==> src/rtl/core/nifd_pkg.sv <==
`timescale 1ns / 1ps
// ============================================================================
// nifd_pkg
// Shared types, constants and helpers of the NEC infrared frame decoder.
// ============================================================================
package nifd_pkg;

    localparam int unsigned VAL_W         = 15;
    localparam int unsigned CMD_W         = 8;
    localparam int unsigned RELAY_W       = 4;
    localparam int unsigned KIND_W        = 2;
    localparam int unsigned CFG_IDX_W     = 3;

    localparam int unsigned FRAME_INTERVALS = 34;

    // first interval of the command byte and of the inverted command byte
    localparam int unsigned CMD_FIRST = 18;
    localparam int unsigned INV_FIRST = 26;
    localparam int unsigned BYTE_BITS = 8;

    // reset values of the timing windows, microseconds
    localparam logic [VAL_W-1:0] LEADER_MIN_RST = 15'd4500;
    localparam logic [VAL_W-1:0] LEADER_MAX_RST = 15'd5500;
    localparam logic [VAL_W-1:0] ZERO_MIN_RST   = 15'd900;
    localparam logic [VAL_W-1:0] ZERO_MAX_RST   = 15'd1500;
    localparam logic [VAL_W-1:0] ONE_MIN_RST    = 15'd1800;
    localparam logic [VAL_W-1:0] ONE_MAX_RST    = 15'd2500;
    localparam logic [VAL_W-1:0] REPEAT_MIN_RST = 15'd2500;
    localparam logic [VAL_W-1:0] REPEAT_MAX_RST = 15'd3000;

    localparam logic [RELAY_W-1:0] RELAY_RST   = 4'hF;
    localparam logic [RELAY_W-1:0] RELAY_NONE  = 4'h0;
    localparam logic [RELAY_W-1:0] RELAY_ALL   = 4'hF;

    // remote button codes acting on the relays
    localparam logic [CMD_W-1:0] CMD_TOGGLE0 = 8'd12;
    localparam logic [CMD_W-1:0] CMD_TOGGLE1 = 8'd24;
    localparam logic [CMD_W-1:0] CMD_TOGGLE2 = 8'd94;
    localparam logic [CMD_W-1:0] CMD_TOGGLE3 = 8'd8;
    localparam logic [CMD_W-1:0] CMD_ALL_OFF = 8'd70;
    localparam logic [CMD_W-1:0] CMD_ALL_ON  = 8'd69;

    typedef enum logic [KIND_W-1:0] {
        EV_VALID      = 2'd0,
        EV_REPEAT     = 2'd1,
        EV_BIT_ERROR  = 2'd2,
        EV_BAD_LEADER = 2'd3
    } event_kind_t;

    typedef enum logic [CFG_IDX_W-1:0] {
        CFG_LEADER_MIN = 3'd0,
        CFG_LEADER_MAX = 3'd1,
        CFG_ZERO_MIN   = 3'd2,
        CFG_ZERO_MAX   = 3'd3,
        CFG_ONE_MIN    = 3'd4,
        CFG_ONE_MAX    = 3'd5,
        CFG_REPEAT_MIN = 3'd6,
        CFG_REPEAT_MAX = 3'd7
    } cfg_index_t;

    typedef struct packed {
        logic [VAL_W-1:0] leader_min;
        logic [VAL_W-1:0] leader_max;
        logic [VAL_W-1:0] zero_min;
        logic [VAL_W-1:0] zero_max;
        logic [VAL_W-1:0] one_min;
        logic [VAL_W-1:0] one_max;
        logic [VAL_W-1:0] repeat_min;
        logic [VAL_W-1:0] repeat_max;
    } cfg_t;

    // window hits of one interval
    typedef struct packed {
        logic in_leader;
        logic in_repeat;
        logic is_zero;
        logic is_one;
    } class_t;

    typedef struct packed {
        logic                valid;
        event_kind_t         kind;
        logic [CMD_W-1:0]    command;
        logic [RELAY_W-1:0]  relay;
    } result_t;

    function automatic logic in_window(input logic [VAL_W-1:0] v,
                                       input logic [VAL_W-1:0] lo,
                                       input logic [VAL_W-1:0] hi);
        return (lo <= v) && (v <= hi);
    endfunction

endpackage

==> src/rtl/core/nec_ir_frame_decoder_top.sv <==
`timescale 1ns / 1ps
// ============================================================================
// nec_ir_frame_decoder_top
// NEC-style infrared frame decoder driving four relay bits.
// ============================================================================
// Each request on the s_ stream is one time between rising edges of the IR
// receiver, in microseconds. The decoder counts the intervals of a frame:
// interval 1 is a leader or a repeat gap (a repeat gap ends the frame at once
// and reports a held key), intervals 18 to 25 carry the command and 26 to 33
// its inverse, LSB first, and the last interval closes the frame with one
// event on the m_ stream. All other intervals produce no event. A good
// command whose two copies agree toggles, clears or sets the relay bits. The
// block takes one request per clock unless stalled: a request is held in an
// input register, decoded by window compares and the frame logic, and its
// event lands in an output register that drives m_tvalid. Throughput is one
// request per cycle while s_tready is high; s_tready drops only while an
// event waits in the output register with m_tready low. Write the timing
// windows through cfg_* only while no request is in flight; windows are
// inclusive and a window with min above max is empty.
// ============================================================================
module nec_ir_frame_decoder_top #(
    parameter int unsigned FRAME_INTERVALS = nifd_pkg::FRAME_INTERVALS
) (
    input  logic                            aclk,
    input  logic                            aresetn,

    // interval requests
    input  logic                            s_tvalid,
    output logic                            s_tready,
    input  logic [15:0]                     s_tdata,   // [14:0] interval_us

    // events
    output logic                            m_tvalid,
    input  logic                            m_tready,
    output logic [15:0]                     m_tdata,   // [7:0] command, [11:8] relay_bits
    output logic [nifd_pkg::KIND_W-1:0]     m_tuser,   // [1:0] event_kind

    // window register writes
    input  logic                            cfg_wen,
    input  logic [nifd_pkg::CFG_IDX_W-1:0]  cfg_index,
    input  logic [nifd_pkg::VAL_W-1:0]      cfg_wdata
);

    nifd_pkg::cfg_t    cfg;
    nifd_pkg::class_t  cls;
    nifd_pkg::result_t res;

    logic                       in_valid_reg;
    logic [nifd_pkg::VAL_W-1:0] in_data_reg;
    logic                       advance;

    logic                         out_valid_reg;
    nifd_pkg::event_kind_t        out_kind_reg;
    logic [nifd_pkg::CMD_W-1:0]   out_cmd_reg;
    logic [nifd_pkg::RELAY_W-1:0] out_relay_reg;

    // advance the held request whenever the output register is free or
    // being emptied this cycle
    assign advance  = in_valid_reg && (!out_valid_reg || m_tready);
    assign s_tready = !in_valid_reg || advance;

    always_ff @(posedge aclk) begin
        if (!aresetn) begin
            in_valid_reg <= 1'b0;
        end else if (s_tready) begin
            in_valid_reg <= s_tvalid;
        end
    end

    // payload: no reset needed
    always_ff @(posedge aclk) begin
        if (s_tready && s_tvalid) begin
            in_data_reg <= s_tdata[nifd_pkg::VAL_W-1:0];
        end
    end

    nifd_cfg_regs u_cfg (
        .aclk      (aclk),
        .aresetn   (aresetn),
        .cfg_wen   (cfg_wen),
        .cfg_index (cfg_index),
        .cfg_wdata (cfg_wdata),
        .cfg       (cfg)
    );

    nifd_classify u_classify (
        .interval_us (in_data_reg),
        .cfg         (cfg),
        .cls         (cls)
    );

    nifd_frame #(
        .FRAME_INTERVALS (FRAME_INTERVALS)
    ) u_frame (
        .aclk    (aclk),
        .aresetn (aresetn),
        .step    (advance),
        .cls     (cls),
        .res     (res)
    );

    // output register: load a new event, drop the old one once taken
    always_ff @(posedge aclk) begin
        if (!aresetn) begin
            out_valid_reg <= 1'b0;
        end else if (res.valid) begin
            out_valid_reg <= 1'b1;
        end else if (m_tready) begin
            out_valid_reg <= 1'b0;
        end
    end

    always_ff @(posedge aclk) begin
        if (res.valid) begin
            out_kind_reg  <= res.kind;
            out_cmd_reg   <= res.command;
            out_relay_reg <= res.relay;
        end
    end

    assign m_tvalid = out_valid_reg;
    assign m_tuser  = out_kind_reg;
    assign m_tdata  = {4'b0000, out_relay_reg, out_cmd_reg};

endmodule

==> src/rtl/core/nifd_cfg_regs.sv <==
`timescale 1ns / 1ps
// ============================================================================
// nifd_cfg_regs
// Timing window registers, written through the plain write port.
// ============================================================================
module nifd_cfg_regs (
    input  logic                            aclk,
    input  logic                            aresetn,
    input  logic                            cfg_wen,
    input  logic [nifd_pkg::CFG_IDX_W-1:0]  cfg_index,
    input  logic [nifd_pkg::VAL_W-1:0]      cfg_wdata,
    output nifd_pkg::cfg_t                  cfg
);

    nifd_pkg::cfg_t cfg_reg;
    nifd_pkg::cfg_t cfg_next;

    always_comb begin
        cfg_next = cfg_reg;
        if (cfg_wen) begin
            case (nifd_pkg::cfg_index_t'(cfg_index))
                nifd_pkg::CFG_LEADER_MIN: cfg_next.leader_min = cfg_wdata;
                nifd_pkg::CFG_LEADER_MAX: cfg_next.leader_max = cfg_wdata;
                nifd_pkg::CFG_ZERO_MIN:   cfg_next.zero_min   = cfg_wdata;
                nifd_pkg::CFG_ZERO_MAX:   cfg_next.zero_max   = cfg_wdata;
                nifd_pkg::CFG_ONE_MIN:    cfg_next.one_min    = cfg_wdata;
                nifd_pkg::CFG_ONE_MAX:    cfg_next.one_max    = cfg_wdata;
                nifd_pkg::CFG_REPEAT_MIN: cfg_next.repeat_min = cfg_wdata;
                nifd_pkg::CFG_REPEAT_MAX: cfg_next.repeat_max = cfg_wdata;
                default:                  cfg_next = cfg_reg;
            endcase
        end
    end

    always_ff @(posedge aclk) begin
        if (!aresetn) begin
            cfg_reg.leader_min <= nifd_pkg::LEADER_MIN_RST;
            cfg_reg.leader_max <= nifd_pkg::LEADER_MAX_RST;
            cfg_reg.zero_min   <= nifd_pkg::ZERO_MIN_RST;
            cfg_reg.zero_max   <= nifd_pkg::ZERO_MAX_RST;
            cfg_reg.one_min    <= nifd_pkg::ONE_MIN_RST;
            cfg_reg.one_max    <= nifd_pkg::ONE_MAX_RST;
            cfg_reg.repeat_min <= nifd_pkg::REPEAT_MIN_RST;
            cfg_reg.repeat_max <= nifd_pkg::REPEAT_MAX_RST;
        end else begin
            cfg_reg <= cfg_next;
        end
    end

    assign cfg = cfg_reg;

endmodule

==> src/rtl/core/nifd_classify.sv <==
`timescale 1ns / 1ps
// ============================================================================
// nifd_classify
// Window compares of one interval against the four timing windows.
// ============================================================================
module nifd_classify (
    input  logic [nifd_pkg::VAL_W-1:0] interval_us,
    input  nifd_pkg::cfg_t             cfg,
    output nifd_pkg::class_t           cls
);

    logic hit_zero;
    logic hit_one;

    assign hit_zero = nifd_pkg::in_window(interval_us, cfg.zero_min, cfg.zero_max);
    assign hit_one  = nifd_pkg::in_window(interval_us, cfg.one_min, cfg.one_max);

    always_comb begin
        cls.in_leader = nifd_pkg::in_window(interval_us, cfg.leader_min, cfg.leader_max);
        cls.in_repeat = nifd_pkg::in_window(interval_us, cfg.repeat_min, cfg.repeat_max);
        // zero window wins where the bit windows overlap
        cls.is_zero   = hit_zero;
        cls.is_one    = !hit_zero && hit_one;
    end

endmodule

==> src/rtl/core/nifd_frame.sv <==
`timescale 1ns / 1ps
// ============================================================================
// nifd_frame
// Frame position, command shift registers, last command and relay state.
// Produces the event of the interval being stepped in the same cycle.
// ============================================================================
module nifd_frame #(
    parameter int unsigned FRAME_INTERVALS = nifd_pkg::FRAME_INTERVALS
) (
    input  logic                aclk,
    input  logic                aresetn,
    input  logic                step,
    input  nifd_pkg::class_t    cls,
    output nifd_pkg::result_t   res
);

    localparam int unsigned IDX_W = $clog2(FRAME_INTERVALS);
    localparam logic [IDX_W-1:0] IDX_LAST  = IDX_W'(FRAME_INTERVALS - 1);
    localparam logic [IDX_W-1:0] IDX_LEAD  = IDX_W'(1);
    localparam logic [IDX_W-1:0] IDX_CMD0  = IDX_W'(nifd_pkg::CMD_FIRST);
    localparam logic [IDX_W-1:0] IDX_CMD1  =
        IDX_W'(nifd_pkg::CMD_FIRST + nifd_pkg::BYTE_BITS);
    localparam logic [IDX_W-1:0] IDX_INV0  = IDX_W'(nifd_pkg::INV_FIRST);
    localparam logic [IDX_W-1:0] IDX_INV1  =
        IDX_W'(nifd_pkg::INV_FIRST + nifd_pkg::BYTE_BITS);

    logic [IDX_W-1:0]             idx_reg,     idx_next;
    logic                         leader_reg,  leader_next;
    logic [nifd_pkg::CMD_W-1:0]   cmd_sh_reg,  cmd_sh_next;
    logic [nifd_pkg::CMD_W-1:0]   inv_sh_reg,  inv_sh_next;
    logic                         cmd_bad_reg, cmd_bad_next;
    logic                         inv_bad_reg, inv_bad_next;
    logic [nifd_pkg::CMD_W-1:0]   last_reg,    last_next;
    logic [nifd_pkg::RELAY_W-1:0] relay_reg,   relay_next;

    logic [nifd_pkg::CMD_W-1:0]   cmd_sh_upd, inv_sh_upd;
    logic                         cmd_bad_upd, inv_bad_upd, leader_upd;
    logic                         in_cmd, in_inv, bit_bad;

    function automatic logic [nifd_pkg::RELAY_W-1:0] relay_apply(
        input logic [nifd_pkg::CMD_W-1:0]   c,
        input logic [nifd_pkg::RELAY_W-1:0] r);
        logic [nifd_pkg::RELAY_W-1:0] o;
        o = r;
        case (c)
            nifd_pkg::CMD_TOGGLE0: o = r ^ 4'b0001;
            nifd_pkg::CMD_TOGGLE1: o = r ^ 4'b0010;
            nifd_pkg::CMD_TOGGLE2: o = r ^ 4'b0100;
            nifd_pkg::CMD_TOGGLE3: o = r ^ 4'b1000;
            nifd_pkg::CMD_ALL_OFF: o = nifd_pkg::RELAY_NONE;
            nifd_pkg::CMD_ALL_ON:  o = nifd_pkg::RELAY_ALL;
            default:               o = r;
        endcase
        return o;
    endfunction

    assign in_cmd  = (idx_reg >= IDX_CMD0) && (idx_reg < IDX_CMD1);
    assign in_inv  = (idx_reg >= IDX_INV0) && (idx_reg < IDX_INV1);
    assign bit_bad = !cls.is_zero && !cls.is_one;

    // shift this interval into the frame state
    always_comb begin
        leader_upd  = leader_reg;
        cmd_sh_upd  = cmd_sh_reg;
        inv_sh_upd  = inv_sh_reg;
        cmd_bad_upd = cmd_bad_reg;
        inv_bad_upd = inv_bad_reg;
        if (idx_reg == IDX_LEAD) begin
            leader_upd = cls.in_leader;
        end
        if (in_cmd) begin
            cmd_bad_upd = cmd_bad_reg || bit_bad;
            cmd_sh_upd  = {cls.is_one, cmd_sh_reg[nifd_pkg::CMD_W-1:1]};
        end
        if (in_inv) begin
            // store the inverse byte already inverted
            inv_bad_upd = inv_bad_reg || bit_bad;
            inv_sh_upd  = {cls.is_zero, inv_sh_reg[nifd_pkg::CMD_W-1:1]};
        end
    end

    always_comb begin
        idx_next     = idx_reg;
        leader_next  = leader_reg;
        cmd_sh_next  = cmd_sh_reg;
        inv_sh_next  = inv_sh_reg;
        cmd_bad_next = cmd_bad_reg;
        inv_bad_next = inv_bad_reg;
        last_next    = last_reg;
        relay_next   = relay_reg;
        res.valid    = 1'b0;
        res.kind     = nifd_pkg::EV_VALID;

        if (step) begin
            if ((idx_reg == IDX_LEAD) && cls.in_repeat) begin
                res.valid = 1'b1;
                res.kind  = nifd_pkg::EV_REPEAT;
                idx_next  = '0;
                leader_next  = 1'b0;
                cmd_sh_next  = '0;
                inv_sh_next  = '0;
                cmd_bad_next = 1'b0;
                inv_bad_next = 1'b0;
            end else if (idx_reg != IDX_LAST) begin
                idx_next     = idx_reg + IDX_W'(1);
                leader_next  = leader_upd;
                cmd_sh_next  = cmd_sh_upd;
                inv_sh_next  = inv_sh_upd;
                cmd_bad_next = cmd_bad_upd;
                inv_bad_next = inv_bad_upd;
            end else begin
                res.valid = 1'b1;
                if (!leader_upd) begin
                    res.kind = nifd_pkg::EV_BAD_LEADER;
                end else begin
                    last_next = cmd_bad_upd ? '0 : cmd_sh_upd;
                    if (!cmd_bad_upd && !inv_bad_upd && (cmd_sh_upd == inv_sh_upd)) begin
                        res.kind   = nifd_pkg::EV_VALID;
                        relay_next = relay_apply(cmd_sh_upd, relay_reg);
                    end else begin
                        res.kind = nifd_pkg::EV_BIT_ERROR;
                    end
                end
                idx_next     = '0;
                leader_next  = 1'b0;
                cmd_sh_next  = '0;
                inv_sh_next  = '0;
                cmd_bad_next = 1'b0;
                inv_bad_next = 1'b0;
            end
        end
        res.command = last_next;
        res.relay   = relay_next;
    end

    always_ff @(posedge aclk) begin
        if (!aresetn) begin
            idx_reg     <= '0;
            leader_reg  <= 1'b0;
            cmd_sh_reg  <= '0;
            inv_sh_reg  <= '0;
            cmd_bad_reg <= 1'b0;
            inv_bad_reg <= 1'b0;
            last_reg    <= '0;
            relay_reg   <= nifd_pkg::RELAY_RST;
        end else begin
            idx_reg     <= idx_next;
            leader_reg  <= leader_next;
            cmd_sh_reg  <= cmd_sh_next;
            inv_sh_reg  <= inv_sh_next;
            cmd_bad_reg <= cmd_bad_next;
            inv_bad_reg <= inv_bad_next;
            last_reg    <= last_next;
            relay_reg   <= relay_next;
        end
    end

endmodule

==> config.mk <==
export PLATFORM = sky130hd
export DESIGN_NAME = nec_ir_frame_decoder_top
export DESIGN_NICKNAME = d
export VERILOG_FILES = /design/src/rtl/core/nifd_pkg.sv /design/src/rtl/core/nec_ir_frame_decoder_top.sv /design/src/rtl/core/nifd_cfg_regs.sv /design/src/rtl/core/nifd_classify.sv /design/src/rtl/core/nifd_frame.sv
export SDC_FILE = /design/constraint.sdc
export NUM_CORES = 1
export LEC_CHECK = 0
export ABC_AREA = 1
export BUFFER_PORTS_ARGS = -buffer_cell sky130_fd_sc_hd__buf_2
export CAP_MARGIN = 20
export CORE_MARGIN = 8
export CORE_UTILIZATION = 40
export CTS_CLUSTER_SIZE = 8
export DETAILED_ROUTE_END_ITERATION = 8
export GPL_ROUTABILITY_DRIVEN = 0
export GPL_TIMING_DRIVEN = 0
export PLACE_DENSITY_LB_ADDON = 0.12
export SLEW_MARGIN = 20
export SYNTH_ARGS = -nofsm -noshare
export SYNTH_HDL_FRONTEND = slang
export SYNTH_SLANG_ARGS = --single-unit
==> constraint.sdc <==
create_clock -name aclk -period 5.2 [get_ports aclk]
set_input_delay 1.04 -clock aclk [delete_from_list [all_inputs] [get_ports aclk]]
set_output_delay 1.04 -clock aclk [all_outputs]
set_load 0.005 [all_outputs]
==> flow_summary.yaml, run 1 <==
status:
  status: "finished clean"
timing:
  max_slew.worst_pin.slew_ns: 0.8160
  skew_ns: 0.01468
  rsz0062_at_grt: "no"
  period_share: 0.6528
  drv_slew: 0
  max_freq_ghz: 0.2946
  relSlewSlack: 0.4540
  finalCriticalPeriod_ns: 3.394
  fin_tns_setup_ns: 0
  hold_viol_final: 0
  setup_viol_count_final: 0
  hold_ws_ns: 0.4624
clock_network:
  cts_resized: 0
  postCtsSetupBuffers: 0
  cts_root_buf: "clkbuf_16"
  cts_tree: "yes"
  cts_buffer_depth: 2
  hold_buffers: 0
  clk_pin_slew_ns: 0.08
  numCtsBuffers: 17
  clkSinkCount: 188
  cts_max_level: 4
  clk_latency_ns: 0.45
synthesis:
  ys_seq_area_frac: 0.3814
  synthCells: 1433
  synth_top_cell_by_area: "dfxtp_1"
  yosys.cell_count.top_type: "nand2_1"
  ys_ff_latch: 188
  yosys_warnings: 0
  synth_edf_count: 29
  syn-cell-area_um2: 10630
  syn_avg_cell_area_um2: 7.417
  async_flop_share: 0
  ys_top_cells_by_area: "dfxtp_1 30%, ha_1 14%, nand2_1 11%"
  synth_top_area_frac: 0.2995
  yosys-top-cells-count: "312 x nand2_1, 191 x inv_1, 159 x dfxtp_1"
  ys.flop_type: "dfxtp_1"
  synth_cell_types: 44
routing:
  num_vias: 9351
  wl_per_cell_um: 16.80
  ant_nets: 0
  avgViaCountPerCell: 5.063
  drt_iter0_markers: 619
  wl_um: 31040
  firstDrtPassIters: 5
  drcViolationCount: 0
floorplan:
  die_w_um: 179.0
  die-area_um2: 32040
  fp-row-count: 59
  io_pins: 59
  core-area_um2: 26060
  dieHeight_um: 179.0
  initial_core_util: 0.4079
worst_setup_path:
  critPathLaunch: "in_data_reg[6]$_DFFE_PP_"
  slowest_stage: "edfxtp_1"
  cp_num_buf_inv: 2
  r2r-start: "in_data_reg[6]$_DFFE_PP_"
  worst_ep_arrival_time_ns: 3.60
  critPathLaunchType: "register"
  path_class: "register to register"
  crit_path_end_kind: "register"
  reg2regPathDepth: 17
  crit_top_cell: "nand2_1"
  critical_path.max_stage_delay_ns: 0.52
  crit_path_max_fanout: 5
  cp.depth: 17
  cp_top_family: "simple AND/OR/NAND/NOR gates"
  crit_required_ns: 5.40
  worst-r2r-setup-slack_ns: 1.81
  path_cells: "inv_1, ha_1, nand2_1, nor2_1, nand4_1, nand2_1, nand2_1, nand2_1, nor2_1, nor2_1, nand4_1, o21ai_1, nor2_1, nor2_2, nand3_1, nand2_1, inv_1"
min_path:
  hold_path_class: "register to register"
  hold_path_depth: 2
  min_from: "u_cfg.cfg[105]$_SDFFE_PN0P_"
cells_and_area:
  nets: 1661
  post-route-util: 0.4550
  antenna_cells: 0
  area_growth_pct: 11.56
  final_area_um2: 11860
  largest_register_ffs: 120
  drive_gt1_frac: 0.08399
global_routing:
  grt_pass1_vias: 8679
  gr-total-overflow: 0
  grt_max_degree: 19
  grt_pass1_wl_um: 48220
  grt_usage: 0.1972
  antenna_found_initial: 0
job:
  cap_violations: 0
pwr:
  p_clk_frac: 0.409
  internal-power_mw: 2.294
  power.density_nw_per_um2: 270.7
  sw_frac_of_total: 0.2853
  comb_power_share: 0.110
  ir_drop_mv: 0.1483
  power_switching_mw: 0.9159
  pwr-share-seq: 0.482
  p_leak_nw: 5.693
place:
  place_area_um2: 11280
  hpwl_um: 23050
  portBuffers: 44
-- logic make-up (layout without fill, tap and decap cells) --
group | Yosys count | in the layout | share of synthesized area
AO/OA/AOI/OAI | 263 | 263 | 0.1341
XOR/XNOR | 3 | 3 | 0.002472
adder cells (fa/ha/maj) | 123 | 123 | 0.1448
buffers and inverters | 250 | 326 | 0.09229
flip-flops | 188 | 188 | 0.3814
other | 1 | 4 | 0.0003528
AND/OR/NAND/NOR | 605 | 605 | 0.2446
-- cell type report --
class                           count  area (um^2)
Clock inverter                     13        120.1
Fill cell                        2659        14200
Multi-Input combinational cell    998         5609
Buffer                             52        237.7
Clock buffer                       19        454.2
Timing Repair Buffer               44        220.2
Sequential cell                   188         4054
Tap cell                          335        419.2
Inverter                          198        743.2
-- power groups by stage --
stage	clock network, mW	logic (mW)	registers [mW]
detailed placement	0	0.349	1.58
finish	1.31	0.352	1.55
global placement	0	0.342	1.58
CTS	1.34	0.352	1.55
global route	1.39	0.404	1.55
floorplan	0	0.230	1.57
-- layout by cell type, fill, tap and decap left out, types with 4 or more instances in the layout --
master     netlist  routed
nand2_1        312     312
inv_1          191     191
dfxtp_1        159     159
nor2_1         157     157
ha_1           123     123
a21oi_1        115     114
o21ai_0        102     102
nand3_1         58      58
buf_2            2      46
clkbuf_1        42      43
edfxtp_1        29      29
o211ai_1        23      23
nand4_1         18      18
clkbuf_16        0      18
nor3_1          13      13
nand2_2         13      13
nand2_4          8       8
inv_2            7       7
o21ai_1          6       6
and3_1           5       5
nor2_2           5       5
o21a_1           5       5
nand3b_1         4       4
nand3_2          4       4
buf_4            4       4
conb_1           1       4
inv_6            0       4
inv_8            0       4
-- worst register-to-register path: stages (launching register included) --
cell and delay (ns):
edfxtp_1 0.52, inv_1 0.23, ha_1 0.35, nand2_1 0.07, nor2_1 0.29, nand4_1 0.15
nand2_1 0.21, nand2_1 0.15, nand2_1 0.08, nor2_1 0.04, nor2_1 0.23, nand4_1 0.20
o21ai_1 0.18, nor2_1 0.08, nor2_2 0.10, nand3_1 0.08, nand2_1 0.14, inv_1 0.05
-- metrics by stage --
stage | setup WS [ns] | total power [mW] | instances
floorplan | 2.548 | 1.796 | 1436
global placement | 1.699 | 1.922 | 1815
detailed placement | 1.814 | 1.929 | 1815
CTS | 1.783 | 3.238 | 1847
global route | 1.558 | 3.346 | 1847
finish | 1.806 | 3.210 | 1847
-- per-layer routing --
| metal | routed length [um] | GRT usage | vias to the layer above | share of wire |
|---|---|---|---|---|
| li1 | - | - | 4794 | - |
| met5 | 0 | 0 | - | 0 |
| met4 | 571 | 0.05787 | 0 | 0.018 |
| met3 | 1492 | 0.02843 | 40 | 0.048 |
| met1 | 14760 | 0.2617 | 4290 | 0.48 |
| met2 | 14220 | 0.3270 | 227 | 0.46 |
-- path summary, 6_finish.rpt --
path                                                    end
worst max register to register   out_relay_reg[0]$_DFFE_PP_
worst min register to register  u_cfg.cfg[105]$_SDFFE_PN0P_
worst min-delay path            u_cfg.cfg[105]$_SDFFE_PN0P_
worst max-delay path             out_relay_reg[0]$_DFFE_PP_
No activity file was read; power rests on OpenSTA's default activity.
==> run 2, diff against run 1 <==
--- a/config.mk
+++ b/config.mk
@@ -5,7 +5,7 @@
 export SDC_FILE = /design/constraint.sdc
 export NUM_CORES = 1
 export LEC_CHECK = 0
-export ABC_AREA = 1
+export ABC_AREA = 0
 export BUFFER_PORTS_ARGS = -buffer_cell sky130_fd_sc_hd__buf_2
 export CAP_MARGIN = 20
 export CORE_MARGIN = 8
==> constraint.sdc (replaced) <==
create_clock -name aclk -period 3.34 [get_ports aclk]
set_input_delay 0.668 -clock aclk [delete_from_list [all_inputs] [get_ports aclk]]
set_output_delay 0.668 -clock aclk [all_outputs]
set_load 0.005 [all_outputs]
==> run 2 against run 1 <==
Effect of this change:
- register-to-register slack worse by 1.7 ns
- sequential share of layout area shrank 0.73 points
- first-iteration DRC count grew 6.8%
- area after synthesis is 0.24% lower
- non-clock buffer count is 35 higher
- fmax is 3.8% higher
- design area rose by 2.3%
- critical path type unchanged
- largest power group unchanged
==> flow_summary.yaml, run 2 <==
status:
  status: "finished clean"
global_routing:
  use_met3: 0.03222
  grt_pass1_wl_um: 49540
  use_met2: 0.3445
  grt_max_degree: 18
  grt_util_met1: 0.2605
  grt_busiest_layer: "met2"
  grt_pass1_vias: 8641
  grt_usage: 0.2012
  antenna_found_initial: 0
  gr-total-overflow: 0
clock_network:
  clk_latency_ns: 0.44
  cts_root_buf: "clkbuf_16"
  cts_buffer_depth: 2
  numCtsBuffers: 17
  clkSinkCount: 188
  cts_max_level: 4
  clk_pin_slew_ns: 0.08
  cts_tree: "yes"
routing:
  ant_nets: 0
  avgViaCountPerCell: 5.395
  drcViolationCount: 0
  wl_per_cell_um: 18.84
  num_vias: 9188
  wl_um: 32080
  firstDrtPassIters: 7
  drt_iter0_markers: 661
synthesis:
  synth_top_cell_by_area: "dfxtp_1"
  yosys_warnings: 0
  ys_ff_latch: 188
  synth_edf_count: 29
  ys_top_cells_by_area: "dfxtp_1 30%, ha_1 15%, nand2_1 9.4%"
  ys.flop_type: "dfxtp_1"
  synth_top_area_frac: 0.3002
  syn_avg_cell_area_um2: 8.297
  yosys-top-cells-count: "266 x nand2_1, 159 x dfxtp_1, 126 x a21oi_1"
  synth_cell_types: 72
  synthCells: 1278
  syn-cell-area_um2: 10600
  async_flop_share: 0
  ys_seq_area_frac: 0.3823
  yosys.cell_count.top_type: "nand2_1"
cells_and_area:
  final_area_um2: 12130
  largest_register_ffs: 120
  area_growth_pct: 14.36
  layout.cells.most_common_list: "266 x nand2_1, 158 x dfxtp_1, 126 x a21oi_1, 120 x ha_1, 76 x inv_1"
  nets: 1517
  antenna_cells: 0
  layout_commonest_cell: "nand2_1"
  drive_gt1_frac: 0.1206
  post-route-util: 0.4654
pwr:
  power.density_nw_per_um2: 415.5
  ir_drop_mv: 0.2515
  pwr-share-seq: 0.477
  p_clk_frac: 0.397
  comb_power_share: 0.126
  power_switching_mw: 1.401
  p_leak_nw: 5.027
  internal-power_mw: 3.638
  sw_frac_of_total: 0.2780
timing:
  relSlewSlack: 0.3757
  hold_ws_ns: 0.3941
  max_freq_ghz: 0.3058
  finalCriticalPeriod_ns: 3.270
  skew_ns: 0.01461
  rsz0062_at_grt: "yes"
  max_slew.worst_pin.slew_ns: 0.9364
  drv_slew: 0
  setup_viol_count_final: 0
  hold_viol_final: 0
  setup_slack_ns: 0.07030
  period_share: 0.9790
worst_setup_path:
  path_class: "register to register"
  reg2regPathDepth: 11
  crit_required_ns: 3.52
  worst-r2r-setup-slack_ns: 0.07
  r2r-start: "in_data_reg[13]$_DFFE_PP_"
  critPathLaunchType: "register"
  crit_path_end_kind: "register"
  worst_ep_arrival_time_ns: 3.45
  worstReg2RegEnd: "out_relay_reg[2]$_DFFE_PP_"
  crit_path_max_fanout: 6
place:
  hpwl_um: 23570
  place_ws_ns: -0.4921
  portBuffers: 36
  place_area_um2: 11220
job:
  cap_violations: 0
min_path:
  min_to: "in_data_reg[5]$_DFFE_PP_"
  hold_path_depth: 1
  min_from: "s_tdata[5]"
  hold_path_class: "input port to register"
floorplan:
  io_pins: 59
  die_w_um: 178.8
  dieHeight_um: 178.8
  core-area_um2: 26060
  die-area_um2: 31980
  initial_core_util: 0.4069
  fp-row-count: 59
==> run 2: changes by cell type after synthesis, sizes merged, moves of 12 or more <==
cell | previous run | this run
clkbuf | 43 | 62
nor2b | 0 | 12
a21o | 0 | 23
o21ai | 110 | 42
inv | 198 | 84
nand2 | 333 | 267
a21oi | 115 | 128
nor2 | 163 | 55
==> run 2: metal layers <==
layer,share of wire,vias up
met5,0,-
met4,0.014,0
met3,0.041,37
met2,0.49,212
met1,0.46,4341
li1,-,4598
==> run 2: what timing repair did <==
item	4_1_cts	5_1_grt
endpoints found under the hold margin	0	0
hold buffers	0	0
endpoints found under the setup margin	28	30
buffers inserted	18	3
gates resized for setup	15	27
pin swaps	5	11
==> run 2: kinds of logic after synthesis <==
logic type	count (synthesis)	share of synthesized area
AO/OA/AOI/OAI	299	0.1816
flip-flops	188	0.3823
multiplexers	6	0.006844
adder cells (fa/ha/maj)	123	0.1451
XOR/XNOR	14	0.01156
other	1	0.0003536
buffers and inverters	160	0.06324
AND/OR/NAND/NOR	487	0.2090
==> run 2: worst max-delay path: stages (launching register included) <==
cell,delay [ns]
edfxtp_1,0.50
inv_2,0.10
ha_4,0.28
nand3_1,0.09
or3_4,0.40
or3_4,0.40
a22o_4,0.31
or2_2,0.30
o211ai_1,0.08
buf_4,0.17
nand3_2,0.11
a22o_1,0.26
==> run 2: final cells by class <==
| type | instances | area, um^2 |
|---|---|---|
| Multi-Input combinational cell | 933 | 6041 |
| Sequential cell | 188 | 4058 |
| Fill cell | 2620 | 13930 |
| Inverter | 84 | 315.3 |
| Clock inverter | 10 | 80.08 |
| Buffer | 74 | 349.1 |
| Tap cell | 335 | 419.2 |
| Clock buffer | 22 | 485.5 |
| Timing Repair Buffer | 57 | 379.1 |
==> run 2: metrics by stage <==
stage	power (mW)	setup TNS [ns]	instances
3_5_place_dp	3.038	-11.77	1652
3_3_place_gp	3.028	-16.91	1652
6_report	5.038	0	1703
5_1_grt	5.239	-0.1205	1703
4_1_cts	5.054	0	1702
2_1_floorplan	2.829	0	1281
==> run 2: how the worst max path moves through the flow <==
stage | from | to | slack [ns] | cells past startpoint
3_3_place_gp | in_data_reg[1]$_DFFE_PP_ | out_relay_reg[1]$_DFFE_PP_ | -0.86 | 11
2_1_floorplan | in_data_reg[1]$_DFFE_PP_ | m_tuser[0]$_SDFFCE_PN0P_ | 0.34 | 11
3_5_place_dp | in_data_reg[1]$_DFFE_PP_ | out_relay_reg[0]$_DFFE_PP_ | -0.49 | 11
6_report | in_data_reg[13]$_DFFE_PP_ | out_relay_reg[2]$_DFFE_PP_ | 0.07 | 11
5_1_grt | in_data_reg[10]$_DFFE_PP_ | out_relay_reg[2]$_DFFE_PP_ | -0.04 | 12
4_1_cts | in_data_reg[10]$_DFFE_PP_ | out_relay_reg[2]$_DFFE_PP_ | 0.002 | 11
==> run 2: power groups by stage <==
stage | logic (mW) | registers, mW | clock network, mW
floorplan | 0.396 | 2.43 | 0
global placement | 0.568 | 2.46 | 0
detailed placement | 0.577 | 2.46 | 0
CTS | 0.619 | 2.40 | 2.03
global route | 0.714 | 2.41 | 2.12
finish | 0.635 | 2.40 | 2.00
==> run 3, diff against run 2 <==
--- a/config.mk
+++ b/config.mk
@@ -9,7 +9,7 @@
 export BUFFER_PORTS_ARGS = -buffer_cell sky130_fd_sc_hd__buf_2
 export CAP_MARGIN = 20
 export CORE_MARGIN = 8
-export CORE_UTILIZATION = 40
+export CORE_UTILIZATION = 50
 export CTS_CLUSTER_SIZE = 8
 export DETAILED_ROUTE_END_ITERATION = 8
 export GPL_ROUTABILITY_DRIVEN = 0
==> run 3 against run 2 <==
Effect of this change:
- power down 0.50%
- critical path depth up 1
- critical path type unchanged
- count of clock-buffer cells in the layout fell by 3
==> flow_summary.yaml, run 3 (synthesis gave the netlist of run 2 again) <==
status:
  status: "finished clean"
timing:
  finalCriticalPeriod_ns: 3.243
  drv_slew: 0
  max_freq_ghz: 0.3084
  setup_viol_count_final: 0
  max_slew.worst_pin.slew_ns: 0.8778
  period_share: 0.9709
  relSlewSlack: 0.4109
  hold_viol_final: 0
  skew_ns: 0.01486
  hold_ws_ns: 0.4022
floorplan:
  die_w_um: 161.6
  fp-row-count: 53
  initial_core_util: 0.5076
  core-area_um2: 20890
  die-area_um2: 26120
  dieHeight_um: 161.6
  io_pins: 59
worst_setup_path:
  cp_num_buf_inv: 3
  critical_path.max_stage_delay_ns: 0.44
  path_class: "register to register"
  worst_ep_arrival_time_ns: 3.42
  slowest_stage: "edfxtp_1"
  crit_path_end_kind: "register"
  path_cells: "inv_2, ha_1, nand3_1, or3_4, or3_4, a22o_4, buf_4, a2bb2oi_2, o211ai_1, buf_4, and3_1, a22o_1"
  crit_required_ns: 3.52
  critPathLaunchType: "register"
  crit_path_max_fanout: 7
  cp_top_family: "simple AND/OR/NAND/NOR gates"
cells_and_area:
  nFillCells: 1927
  layout_commonest_cell: "nand2_1"
  nets: 1536
  drive_gt1_frac: 0.1363
  area_growth_pct: 14.71
  layout.cells.most_common_list: "266 x nand2_1, 158 x dfxtp_1, 125 x a21oi_1, 121 x ha_1, 76 x inv_1"
  largest_register_ffs: 120
  antenna_cells: 0
min_path:
  hold_path_class: "input port to register"
routing:
  ant_nets: 0
  firstDrtPassIters: 5
  drt_iter0_markers: 613
  num_vias: 9277
  avgViaCountPerCell: 5.582
  wl_um: 30450
  drcViolationCount: 0
  wl_per_cell_um: 18.32
clock_network:
  clk_latency_ns: 0.44
  clkSinkCount: 188
  cts_root_buf: "clkbuf_16"
  cts_buffer_depth: 2
  hold_buffers: 0
  clk_pin_slew_ns: 0.07
  cts_max_level: 4
  cts_tree: "yes"
  numCtsBuffers: 17
place:
  hpwl_um: 22260
  portBuffers: 36
job:
  cap_violations: 0
pwr:
  p_clk_frac: 0.391
  comb_power_share: 0.131
  internal-power_mw: 3.637
  sw_frac_of_total: 0.2744
  p_leak_nw: 5.118
  power_switching_mw: 1.376
  power.density_nw_per_um2: 412.1
  pwr-share-seq: 0.478
  ir_drop_mv: 0.3288
  p_total_mw: 5.013
global_routing:
  grt_pass1_wl_um: 48310
  grt_pass1_vias: 8911
  antenna_found_initial: 0
  gr-total-overflow: 0
  grt_usage: 0.2339
  grt_max_degree: 17
[run 3: path summary, 6_finish.rpt]
| check | end | slack, ns | cells after the start | from |
|---|---|---|---|---|
| max reg2reg | out_relay_reg[2]$_DFFE_PP_ | 0.1 | 12 | in_data_reg[13]$_DFFE_PP_ |
| min reg2reg | u_cfg.cfg[12]$_SDFFE_PN0P_ | 0.45 | 2 | u_cfg.cfg[12]$_SDFFE_PN0P_ |
| min | in_data_reg[10]$_DFFE_PP_ | 0.40 | 1 | s_tdata[10] |
| max | out_relay_reg[2]$_DFFE_PP_ | 0.1 | 12 | in_data_reg[13]$_DFFE_PP_ |
[run 3: final cells by class]
cell class / instances / area, um^2 / area share
clock buffers: 19 / 432.9 / 0.03559
clock inverters: 13 / 115.1 / 0.009463
plain buffers: 75 / 352.8 / 0.02901
multi-input cells: 933 / 6063 / 0.4985
repair buffers: 75 / 485.5 / 0.03991
inverters: 84 / 315.3 / 0.02592
flip-flops and latches: 188 / 4055 / 0.3334
well taps: 275 / 344.1 / 0.02829
[run 3: timing repair]
action	CTS	global route
hold endpoints to repair	0	0
buffers inserted	18	21
setup endpoints to repair	29	24
resized for setup	27	18
pin swaps	8	6
[run 3: power by group through the flow]
stage | clock network (mW) | logic, mW | registers (mW)
after floorplan | 0 | 0.396 | 2.43
after global placement | 0 | 0.553 | 2.46
after detailed placement | 0 | 0.567 | 2.46
after CTS | 1.98 | 0.618 | 2.40
after global routing | 2.09 | 0.734 | 2.40
final | 1.96 | 0.655 | 2.40
[run 3: layer usage]
metal  up-vias  routed length [um]  GRT usage
met5         -                   0          0
met4         0                 803    0.07870
met3        48                1529    0.04480
met2       253               14820     0.4018
met1      4335               13300     0.2887
li1       4641                   -          -
[run 3: per-stage QoR]
step | setup WS, ns | utilization | TNS [ns] | cell area (um^2) | std cells
after global routing | -0.01353 | 0.5823 | -0.02819 | 12160 | 1662
final | 0.09718 | 0.5823 | 0 | 12160 | 1662
after global placement | -0.8877 | 0.5333 | -16.67 | 11140 | 1592
after CTS | 0.001974 | 0.5703 | 0 | 11910 | 1641
after detailed placement | -0.9126 | 0.5333 | -17.56 | 11140 | 1592
after floorplan | 0.3356 | - | 0 | 10620 | 1281
[run 3: worst reg2reg max path, delay by kind of cell, from the launching register on]
family | cells | cell delay, ns
buffers and inverters | 3 | 0.43
AO/OA/AOI/OAI | 4 | 0.77
AND/OR/NAND/NOR | 4 | 1.05
flip-flops | 1 | 0.44
adder cells (fa/ha/maj) | 1 | 0.30
